$ cat src/sv/csiu_pkg.sv
// shared types, codes and helpers of the stack instruction unit
package csiu_pkg;

   localparam int BYTE_W      = 8;
   localparam int ACT_W       = 3;
   localparam int STACK_DEPTH = 1 << BYTE_W;

   // action codes
   localparam logic [ACT_W-1:0] ACT_TSX = 3'd0;
   localparam logic [ACT_W-1:0] ACT_TXS = 3'd1;
   localparam logic [ACT_W-1:0] ACT_PHA = 3'd2;
   localparam logic [ACT_W-1:0] ACT_PHP = 3'd3;
   localparam logic [ACT_W-1:0] ACT_PLA = 3'd4;
   localparam logic [ACT_W-1:0] ACT_PLP = 3'd5;

   // flag layout
   localparam int               FLAG_N_BIT  = 7;
   localparam int               FLAG_Z_BIT  = 1;
   localparam logic [BYTE_W-1:0] STATUS_MASK = 8'hDF;
   localparam logic [BYTE_W-1:0] SIGN_LIMIT  = 8'd128;

   typedef struct packed {
      logic capture;
      logic exec;
      logic load_out;
   } csiu_cmd_type;

   typedef struct packed {
      logic pull;
   } csiu_sts_type;

   function automatic logic [BYTE_W-1:0] set_nz(input logic [BYTE_W-1:0] flags,
                                                 input logic [BYTE_W-1:0] value);
      logic [BYTE_W-1:0] res;
      res             = flags;
      res[FLAG_N_BIT] = (value >= SIGN_LIMIT);
      res[FLAG_Z_BIT] = (value == '0);
      return res;
   endfunction

endpackage

$ cat src/sv/csiu_req_if.sv
// request channel of the stack instruction unit
interface csiu_req_if import csiu_pkg::*; ();
   logic              valid;
   logic              ready;
   logic [ACT_W-1:0]  action;
   logic [BYTE_W-1:0] acc_in;
   logic [BYTE_W-1:0] index_x_in;
   logic [BYTE_W-1:0] status_in;

   modport source(output valid, action, acc_in, index_x_in, status_in, input ready);
   modport sink(input valid, action, acc_in, index_x_in, status_in, output ready);
endinterface

$ cat src/sv/csiu_rsp_if.sv
// response channel of the stack instruction unit
interface csiu_rsp_if import csiu_pkg::*; ();
   logic              valid;
   logic              ready;
   logic [BYTE_W-1:0] acc_out;
   logic [BYTE_W-1:0] index_x_out;
   logic [BYTE_W-1:0] status_out;
   logic [BYTE_W-1:0] sp_out;

   modport source(output valid, acc_out, index_x_out, status_out, sp_out, input ready);
   modport sink(input valid, acc_out, index_x_out, status_out, sp_out, output ready);
endinterface

$ cat src/sv/csiu_ram.sv
// generic single-write, single-read ram with registered read
module csiu_ram #(
   parameter int WIDTH = 8,
   parameter int DEPTH = 256
) (
   input  logic                     clock,
   input  logic                     wr_en,
   input  logic [$clog2(DEPTH)-1:0] wr_addr,
   input  logic [WIDTH-1:0]         wr_data,
   input  logic                     rd_en,
   input  logic [$clog2(DEPTH)-1:0] rd_addr,
   output logic [WIDTH-1:0]         rd_data
);

   logic [WIDTH-1:0] mem_ff [DEPTH];
   logic [WIDTH-1:0] rd_data_ff;

   always_ff @(posedge clock) begin
      if (wr_en) begin
         mem_ff[wr_addr] <= wr_data;
      end
      if (rd_en) begin
         rd_data_ff <= mem_ff[rd_addr];
      end
   end

   assign rd_data = rd_data_ff;

endmodule

$ cat src/sv/csiu_dp.sv
// datapath: captured item, stack pointer, stack page and result register
module csiu_dp import csiu_pkg::*; (
   input  logic              clock,
   input  logic              reset,
   input  csiu_cmd_type      cmd,
   output csiu_sts_type      sts,
   input  logic [ACT_W-1:0]  action,
   input  logic [BYTE_W-1:0] acc_in,
   input  logic [BYTE_W-1:0] index_x_in,
   input  logic [BYTE_W-1:0] status_in,
   output logic [BYTE_W-1:0] acc_out,
   output logic [BYTE_W-1:0] index_x_out,
   output logic [BYTE_W-1:0] status_out,
   output logic [BYTE_W-1:0] sp_out
);

   logic [ACT_W-1:0]  op_ff;
   logic [BYTE_W-1:0] acc_ff, x_ff, p_ff;
   logic [BYTE_W-1:0] sp_ff, sp_in;
   logic [BYTE_W-1:0] acc_out_ff, x_out_ff, p_out_ff, sp_out_ff;
   logic [BYTE_W-1:0] res_acc, res_x, res_p;
   logic [BYTE_W-1:0] rd_data, wr_data;
   logic              is_push, is_pull;

   assign is_push  = (op_ff == ACT_PHA) || (op_ff == ACT_PHP);
   assign is_pull  = (op_ff == ACT_PLA) || (op_ff == ACT_PLP);
   assign sts.pull = is_pull;
   assign wr_data  = (op_ff == ACT_PHA) ? acc_ff : p_ff;

   // item capture, bit 5 dropped on the way in
   always_ff @(posedge clock) begin
      if (cmd.capture) begin
         op_ff  <= action;
         acc_ff <= acc_in;
         x_ff   <= index_x_in;
         p_ff   <= status_in & STATUS_MASK;
      end
   end

   always_comb begin
      sp_in = sp_ff;
      if (cmd.exec) begin
         if (op_ff == ACT_TXS) begin
            sp_in = x_ff;
         end else if (is_push) begin
            sp_in = sp_ff - BYTE_W'(1);
         end else if (is_pull) begin
            sp_in = sp_ff + BYTE_W'(1);
         end
      end
   end

   always_ff @(posedge clock) begin
      if (reset) begin
         sp_ff <= '0;
      end else begin
         sp_ff <= sp_in;
      end
   end

   // push writes at the old pointer, pull reads at the new one
   csiu_ram #(
      .WIDTH(BYTE_W),
      .DEPTH(STACK_DEPTH)
   ) u_stack (
      .clock  (clock),
      .wr_en  (cmd.exec && is_push),
      .wr_addr(sp_ff),
      .wr_data(wr_data),
      .rd_en  (cmd.exec && is_pull),
      .rd_addr(sp_in),
      .rd_data(rd_data)
   );

   // result formed once the pointer is updated and any pulled byte is back
   always_comb begin
      res_acc = acc_ff;
      res_x   = x_ff;
      res_p   = p_ff;
      unique case (op_ff)
         ACT_TSX: begin
            res_x = sp_ff;
            res_p = set_nz(p_ff, sp_ff);
         end
         ACT_PLA: begin
            res_acc = rd_data;
            res_p   = set_nz(p_ff, rd_data);
         end
         ACT_PLP: begin
            res_p = rd_data & STATUS_MASK;
         end
         default: begin
         end
      endcase
   end

   always_ff @(posedge clock) begin
      if (cmd.load_out) begin
         acc_out_ff <= res_acc;
         x_out_ff   <= res_x;
         p_out_ff   <= res_p & STATUS_MASK;
         sp_out_ff  <= sp_ff;
      end
   end

   assign acc_out     = acc_out_ff;
   assign index_x_out = x_out_ff;
   assign status_out  = p_out_ff;
   assign sp_out      = sp_out_ff;

   a_push_decrements: assert property (@(posedge clock) disable iff (reset)
      cmd.exec && is_push |=> sp_ff == $past(sp_ff) - BYTE_W'(1))
      else $error("push did not decrement the stack pointer");

   a_pull_increments: assert property (@(posedge clock) disable iff (reset)
      cmd.exec && is_pull |=> sp_ff == $past(sp_ff) + BYTE_W'(1))
      else $error("pull did not increment the stack pointer");

endmodule

$ cat src/sv/csiu_ctrl.sv
// controller: sequences capture, execute, read and result load of one item
module csiu_ctrl import csiu_pkg::*; (
   input  logic         clock,
   input  logic         reset,
   input  logic         req_valid,
   output logic         req_ready,
   output logic         rsp_valid,
   input  logic         rsp_ready,
   input  csiu_sts_type sts,
   output csiu_cmd_type cmd
);

   typedef enum logic [3:0] {
      ST_IDLE = 4'b0001,
      ST_EXEC = 4'b0010,
      ST_READ = 4'b0100,
      ST_LOAD = 4'b1000
   } state_type;

   state_type state_ff, state_in;
   logic      out_valid_ff, out_valid_in;

   assign req_ready = (state_ff == ST_IDLE);
   assign rsp_valid = out_valid_ff;

   always_comb begin
      state_in    = state_ff;
      cmd         = '0;
      cmd.capture = req_valid && req_ready;
      unique case (state_ff)
         ST_IDLE: begin
            if (req_valid) begin
               state_in = ST_EXEC;
            end
         end
         ST_EXEC: begin
            cmd.exec = 1'b1;
            state_in = sts.pull ? ST_READ : ST_LOAD;
         end
         ST_READ: begin
            state_in = ST_LOAD;
         end
         ST_LOAD: begin
            // wait for the result register to free up
            if (!out_valid_ff || rsp_ready) begin
               cmd.load_out = 1'b1;
               state_in     = ST_IDLE;
            end
         end
         default: begin
            state_in = ST_IDLE;
         end
      endcase
   end

   always_comb begin
      out_valid_in = out_valid_ff;
      if (cmd.load_out) begin
         out_valid_in = 1'b1;
      end else if (rsp_ready) begin
         out_valid_in = 1'b0;
      end
   end

   always_ff @(posedge clock) begin
      if (reset) begin
         state_ff     <= ST_IDLE;
         out_valid_ff <= 1'b0;
      end else begin
         state_ff     <= state_in;
         out_valid_ff <= out_valid_in;
      end
   end

   a_accept_to_exec: assert property (@(posedge clock) disable iff (reset)
      req_valid && req_ready |=> state_ff == ST_EXEC)
      else $error("accepted item did not move to execute");

   a_read_after_exec: assert property (@(posedge clock) disable iff (reset)
      state_ff == ST_READ |-> $past(state_ff) == ST_EXEC)
      else $error("read state entered without execute");

   a_load_into_free_slot: assert property (@(posedge clock) disable iff (reset)
      cmd.load_out |-> !out_valid_ff || rsp_ready)
      else $error("result overwritten before it was taken");

endmodule

$ cat src/sv/cpu_stack_instruction_unit_top.sv
// Stack instruction unit: runs TSX, TXS, PHA, PHP, PLA and PLP against an
// 8-bit stack pointer (reset to zero) and a 256-byte stack page held in a
// ram with registered read. One item is in flight at a time. An item holds
// the block through the capture, execute and load steps; PLA and PLP also
// pass a read step between execute and load, for the ram read. The result
// register is written at the end of the load step, and no new item is
// taken before then. The result sits in an output register, so the next
// item is taken in the cycle after the result is loaded, even if the
// consumer has not yet taken it. If the previous result is still
// waiting in that register, the load cycle repeats until the consumer
// takes it. A pulled stack byte that was never pushed since reset reads as
// an unknown value.
module cpu_stack_instruction_unit_top import csiu_pkg::*; (
   input logic        clock,
   input logic        reset,
   csiu_req_if.sink   req_if,
   csiu_rsp_if.source rsp_if
);

   csiu_cmd_type cmd;
   csiu_sts_type sts;

   csiu_ctrl u_ctrl (
      .clock    (clock),
      .reset    (reset),
      .req_valid(req_if.valid),
      .req_ready(req_if.ready),
      .rsp_valid(rsp_if.valid),
      .rsp_ready(rsp_if.ready),
      .sts      (sts),
      .cmd      (cmd)
   );

   csiu_dp u_dp (
      .clock      (clock),
      .reset      (reset),
      .cmd        (cmd),
      .sts        (sts),
      .action     (req_if.action),
      .acc_in     (req_if.acc_in),
      .index_x_in (req_if.index_x_in),
      .status_in  (req_if.status_in),
      .acc_out    (rsp_if.acc_out),
      .index_x_out(rsp_if.index_x_out),
      .status_out (rsp_if.status_out),
      .sp_out     (rsp_if.sp_out)
   );

endmodule
$ cat src/flat_wrapper.sv
// flat-port wrapper written by rule: the top's interface ports become plain ports
module cpu_stack_instruction_unit_top_flat import csiu_pkg::*;
  (clock, reset, req_if_valid, req_if_action, req_if_acc_in, req_if_index_x_in, req_if_status_in, req_if_ready, rsp_if_valid, rsp_if_acc_out, rsp_if_index_x_out, rsp_if_status_out, rsp_if_sp_out, rsp_if_ready);
  csiu_req_if req_if_i ();
  csiu_rsp_if rsp_if_i ();
  input logic clock;
  input logic reset;
  input wire logic [$bits(req_if_i.valid)-1:0] req_if_valid;
  input wire logic [$bits(req_if_i.action)-1:0] req_if_action;
  input wire logic [$bits(req_if_i.acc_in)-1:0] req_if_acc_in;
  input wire logic [$bits(req_if_i.index_x_in)-1:0] req_if_index_x_in;
  input wire logic [$bits(req_if_i.status_in)-1:0] req_if_status_in;
  output wire logic [$bits(req_if_i.ready)-1:0] req_if_ready;
  output wire logic [$bits(rsp_if_i.valid)-1:0] rsp_if_valid;
  output wire logic [$bits(rsp_if_i.acc_out)-1:0] rsp_if_acc_out;
  output wire logic [$bits(rsp_if_i.index_x_out)-1:0] rsp_if_index_x_out;
  output wire logic [$bits(rsp_if_i.status_out)-1:0] rsp_if_status_out;
  output wire logic [$bits(rsp_if_i.sp_out)-1:0] rsp_if_sp_out;
  input wire logic [$bits(rsp_if_i.ready)-1:0] rsp_if_ready;
  assign req_if_i.valid = req_if_valid;
  assign req_if_i.action = req_if_action;
  assign req_if_i.acc_in = req_if_acc_in;
  assign req_if_i.index_x_in = req_if_index_x_in;
  assign req_if_i.status_in = req_if_status_in;
  assign req_if_ready = req_if_i.ready;
  assign rsp_if_valid = rsp_if_i.valid;
  assign rsp_if_acc_out = rsp_if_i.acc_out;
  assign rsp_if_index_x_out = rsp_if_i.index_x_out;
  assign rsp_if_status_out = rsp_if_i.status_out;
  assign rsp_if_sp_out = rsp_if_i.sp_out;
  assign rsp_if_i.ready = rsp_if_ready;
  cpu_stack_instruction_unit_top u_core (.clock(clock), .reset(reset), .req_if(req_if_i), .rsp_if(rsp_if_i));
endmodule
$ cat config.mk
export PLATFORM = sky130hd
export DESIGN_NAME = cpu_stack_instruction_unit_top_flat
export DESIGN_NICKNAME = d
export VERILOG_FILES = /design/src/sv/csiu_pkg.sv /design/src/sv/csiu_req_if.sv /design/src/sv/csiu_rsp_if.sv /design/src/sv/csiu_ram.sv /design/src/sv/csiu_dp.sv /design/src/sv/csiu_ctrl.sv /design/src/sv/cpu_stack_instruction_unit_top.sv /design/src/flat_wrapper.sv
export SDC_FILE = /design/constraint.sdc
export NUM_CORES = 2
export LEC_CHECK = 0
export ABC_AREA = 0
export BUFFER_PORTS_ARGS = -buffer_cell sky130_fd_sc_hd__buf_2
export CAP_MARGIN = 20
export CORE_MARGIN = 1.5
export CORE_UTILIZATION = 23
export CTS_CLUSTER_SIZE = 28
export DETAILED_ROUTE_END_ITERATION = 12
export MAX_ROUTING_LAYER = met4
export PLACE_DENSITY_LB_ADDON = 0.25
export REMOVE_ABC_BUFFERS = 1
export SYNTH_ARGS = -nofsm -noshare
export SYNTH_HDL_FRONTEND = slang
export SYNTH_HIERARCHICAL = 1
export SYNTH_SLANG_ARGS = --single-unit
export TNS_END_PERCENT = 5
$ cat constraint.sdc
create_clock -name clock -period 5.61 [get_ports clock]
set_input_delay 0.2805 -clock clock [delete_from_list [all_inputs] [get_ports clock]]
set_output_delay 0.2805 -clock clock [all_outputs]
set_load 0.01 [all_outputs]
==> flow_summary.toml <==
[status]
outcome = "completed"

[layout]
multi_input_area_sq_um = 17800
layout.nets = 4304
nFillCells = 35700
seq_area_sq_um = 63700
area_growth_pct = 17.2
drive_gt1_share_pct = 25.3

[cts]
cts_tree = "done"
numCtsBuffers = 222
cts_root_buffer = "clkbuf_16"
worstSkewPairLatency_ns = 0.90
cts_sinks = 2126
clk_pin_slew_ns = 0.07
cts_buffer_depth = 4
ctsHtreeMaxLevel = 4
cts_setup_buffers = 0

[logic_synthesis]
synth_fa_ha_area_share_pct = 0.0302
seq_area_frac_synth_pct = 76.9
synth_xor_area_share_pct = 0
ys.flop_type = "edfxtp_1"
synth.area.top_cells = "edfxtp_1 77%, mux4_2 12%, mux2i_1 1.6%"
syn_area_sq_um = 82800
syn_inst = 3967
synth_top_family_by_area = "multiplexers"
yosysTopAreaCell = "edfxtp_1"
synth_compound_area_share_pct = 3.67
synth_top_area_share_pct = 76.6
ys_types = 79
yosysMostFrequentCell = "edfxtp_1"
synth-async-reset-ratio_pct = 0
yosys_warnings = 6
synth_edf_count = 2113
ys_ff_latch = 2126
synth_common_cells = "2113 x edfxtp_1, 454 x mux4_2, 294 x nor2_1"
yosys.area_share.simple_pct = 3.04
synthMuxAreaShare_pct = 14.4
syn-mean-instance-area_sq_um = 20.9

[floorplan]
ios = 65
core_sq_um = 359000
rows = 220
dieArea_sq_um = 364000
die_x_microns = 603
start_util_pct = 23.1
die_h_microns = 603

[timing]
tightestPinTransition_ns = 1.22
fmax_mhz = 189
finalClockSkew_ns = 0.0986
maxSlewViolCount = 0
rsz0062_at_grt = "no"
slew_headroom_pct = 18.8
setup_viol = 0
worst_hold_slack_ns = 0.0997
min_period_ns = 5.28
hold_violations = 0
fin_setup_tns_ns = 0
min_period_over_period_pct = 94.1

[critical_path]
cp-end-kind = "register"
critPathLaunchType = "register"
worstReg2RegStart = "u_core/u_ctrl/state_ff[2]$_SDFFE_PP0P_"
crit_arrival_ns = 5.89
slowest_delay_ns = 0.58
cpMostUsedCell = "buf_4"
cp_max_fo = 29
ff2ff_path_depth = 14
cp_cell_sequence = "nand2b_1 > nor3_2 > buf_4 > clkinv_1 > a221oi_4 > buf_12 > buf_4 > mux4_2 > a22o_1 > a221oi_1 > buf_4 > o221ai_1 > a211oi_1 > nor4_1"
required_ns = 6.22
critPathSlowestCell = "a211oi_1"
critPathKind = "register to register"
rr_endpoint = "u_core/u_dp/u_stack/rd_data[3]$_DFFE_PP_"
ff2ff_setup_slack_ns = 0.33

[grt]
use_met1_pct = 16.5
grt_usage_pct = 13.4
grt.overflow.total = 0
first_global_vias = 42400
grt_pass1_wl_microns = 338000
grtUsageMet2_pct = 22.8
grt_max_degree = 137
grt-busiest-layer = "met2"
antenna_found_initial = 5
use_met3_pct = 2.02

[routing]
first_pass_iters = 5
routedWlPerCell_microns = 26.3
wl_microns = 242000
vias = 40900
first_iter_violations = 3918
drc = 0
ant_nets = 0
vias_per_cell = 4.44

[hold_path]
holdPathStages = 2
hold_end = "u_core/u_dp/x_ff[6]$_DFFE_PP_"
min_from = "req_if_index_x_in[6]"
hold_path_class = "input port to register"

[placement]
hpwl_microns = 157000
io_buffer_count = 62
gp_congestion = 0.845

[pwr]
p_per_area_nw_per_um2 = 347
peakVddDrop_mv = 0.227
p_leak_nw = 28.5

[flow_run]
maxCapViolCount = 0
-- sequential cells by signal, indices dropped and copies added, names as in the netlist --
signal	cells
u_core/u_dp/x_ff	8
u_core/u_dp/index_x_out	8
u_core/u_dp/op_ff	3
u_core/u_ctrl/state_ff	4
u_core/u_dp/acc_out	8
u_core/u_dp/u_stack/mem_ff	2048
u_core/u_dp/status_out	7
u_core/u_ctrl/rsp_valid	1
u_core/u_dp/acc_ff	8
u_core/u_dp/p_ff	7
u_core/u_dp/sp_ff	8
u_core/u_dp/u_stack/rd_data	8
u_core/u_dp/sp_out	8
-- worst max-delay path by stage --
stage                                               end                                    from  slack (ns)  cells past startpoint
3_3_place_gp   u_core/u_dp/u_stack/rd_data[4]$_DFFE_PP_  u_core/u_ctrl/state_ff[2]$_SDFFE_PP0P_        0.15                     13
2_1_floorplan  u_core/u_dp/u_stack/rd_data[1]$_DFFE_PP_  u_core/u_ctrl/state_ff[2]$_SDFFE_PP0P_      -79.80                     10
3_5_place_dp   u_core/u_dp/u_stack/rd_data[3]$_DFFE_PP_  u_core/u_ctrl/state_ff[2]$_SDFFE_PP0P_        0.14                     14
5_1_grt        u_core/u_dp/u_stack/rd_data[5]$_DFFE_PP_  u_core/u_ctrl/state_ff[2]$_SDFFE_PP0P_        0.14                     15
6_report       u_core/u_dp/u_stack/rd_data[3]$_DFFE_PP_  u_core/u_ctrl/state_ff[2]$_SDFFE_PP0P_        0.33                     14
4_1_cts        u_core/u_dp/u_stack/rd_data[3]$_DFFE_PP_  u_core/u_ctrl/state_ff[2]$_SDFFE_PP0P_        0.19                     14
-- cell type report --
cell class | instances | share of cell area [%]
flip-flops and latches | 2126 | 65.6
multi-input cells | 1585 | 18.3
well taps | 4773 | 6.15
clock buffers | 266 | 5.94
repair buffers | 323 | 2.73
clock inverters | 126 | 1.14
inverters | 13 | 0.0503
diodes | 7 | 0.0180
-- cells in the final DEF, fill, tap and decap left out, types with 46 or more instances in the layout --
cell / Yosys / final
buf_4: 30 / 204
mux2i_1: 136 / 136
a22oi_1: 134 / 133
clkbuf_16: 0 / 224
mux4_2: 454 / 454
o221ai_1: 46 / 46
nor2_1: 294 / 289
clkinv_1: 2 / 52
a21oi_1: 108 / 107
buf_2: 33 / 62
edfxtp_1: 2113 / 2113
-- stage by stage --
step,power (mW),cells,utilization (%),area (sq um),setup WS [ns]
3_5_place_dp,19.8,8790,25.1,89900,0.145
5_1_grt,34.7,9214,27.1,97100,0.136
3_3_place_gp,19.8,8787,25.0,89800,0.148
2_1_floorplan,20.0,3724,-,81300,-79.80
4_1_cts,34.1,9212,27.1,97100,0.185
6_report,33.7,9219,27.1,97100,0.332
-- report_power, final --
part	internal [mW]	leakage [nW]	switching, mW	total [mW]
Sequential	17.7	19.3	0.0341	17.7
Combinational	0.506	5.86	1.17	1.68
Clock	8.10	3.34	6.14	14.2
-- metal layers --
| metal | share of wire [%] | up-vias |
|---|---|---|
| li1 | - | 17200 |
| met1 | 41 | 22300 |
| met2 | 51 | 1070 |
| met3 | 4.9 | 328 |
| met4 | 3.2 | 0 |
| met5 | 0 | - |
-- logic make-up after synthesis --
logic type	after synthesis
other	1
and+or+nand+nor	533
muxes	619
DFF	2126
AOI/OAI and AO/OA	430
adders and majority gates	2
buffers and inverters	256
-- worst max-delay path, delay by kind of cell (launching register included) --
family | cells | cell delay (ns)
muxes | 1 | 0.57
AOI/OAI and AO/OA | 5 | 1.88
buffers and inverters | 5 | 1.76
and+or+nand+nor | 3 | 0.40
DFF | 1 | 0.37
-- repair_timing --
item,CTS,global route
gates resized for setup,0,1
hold endpoints to repair,39,0
setup endpoints to repair,0,1
hold buffers,30,0
Power figures use the tool's default switching activity.
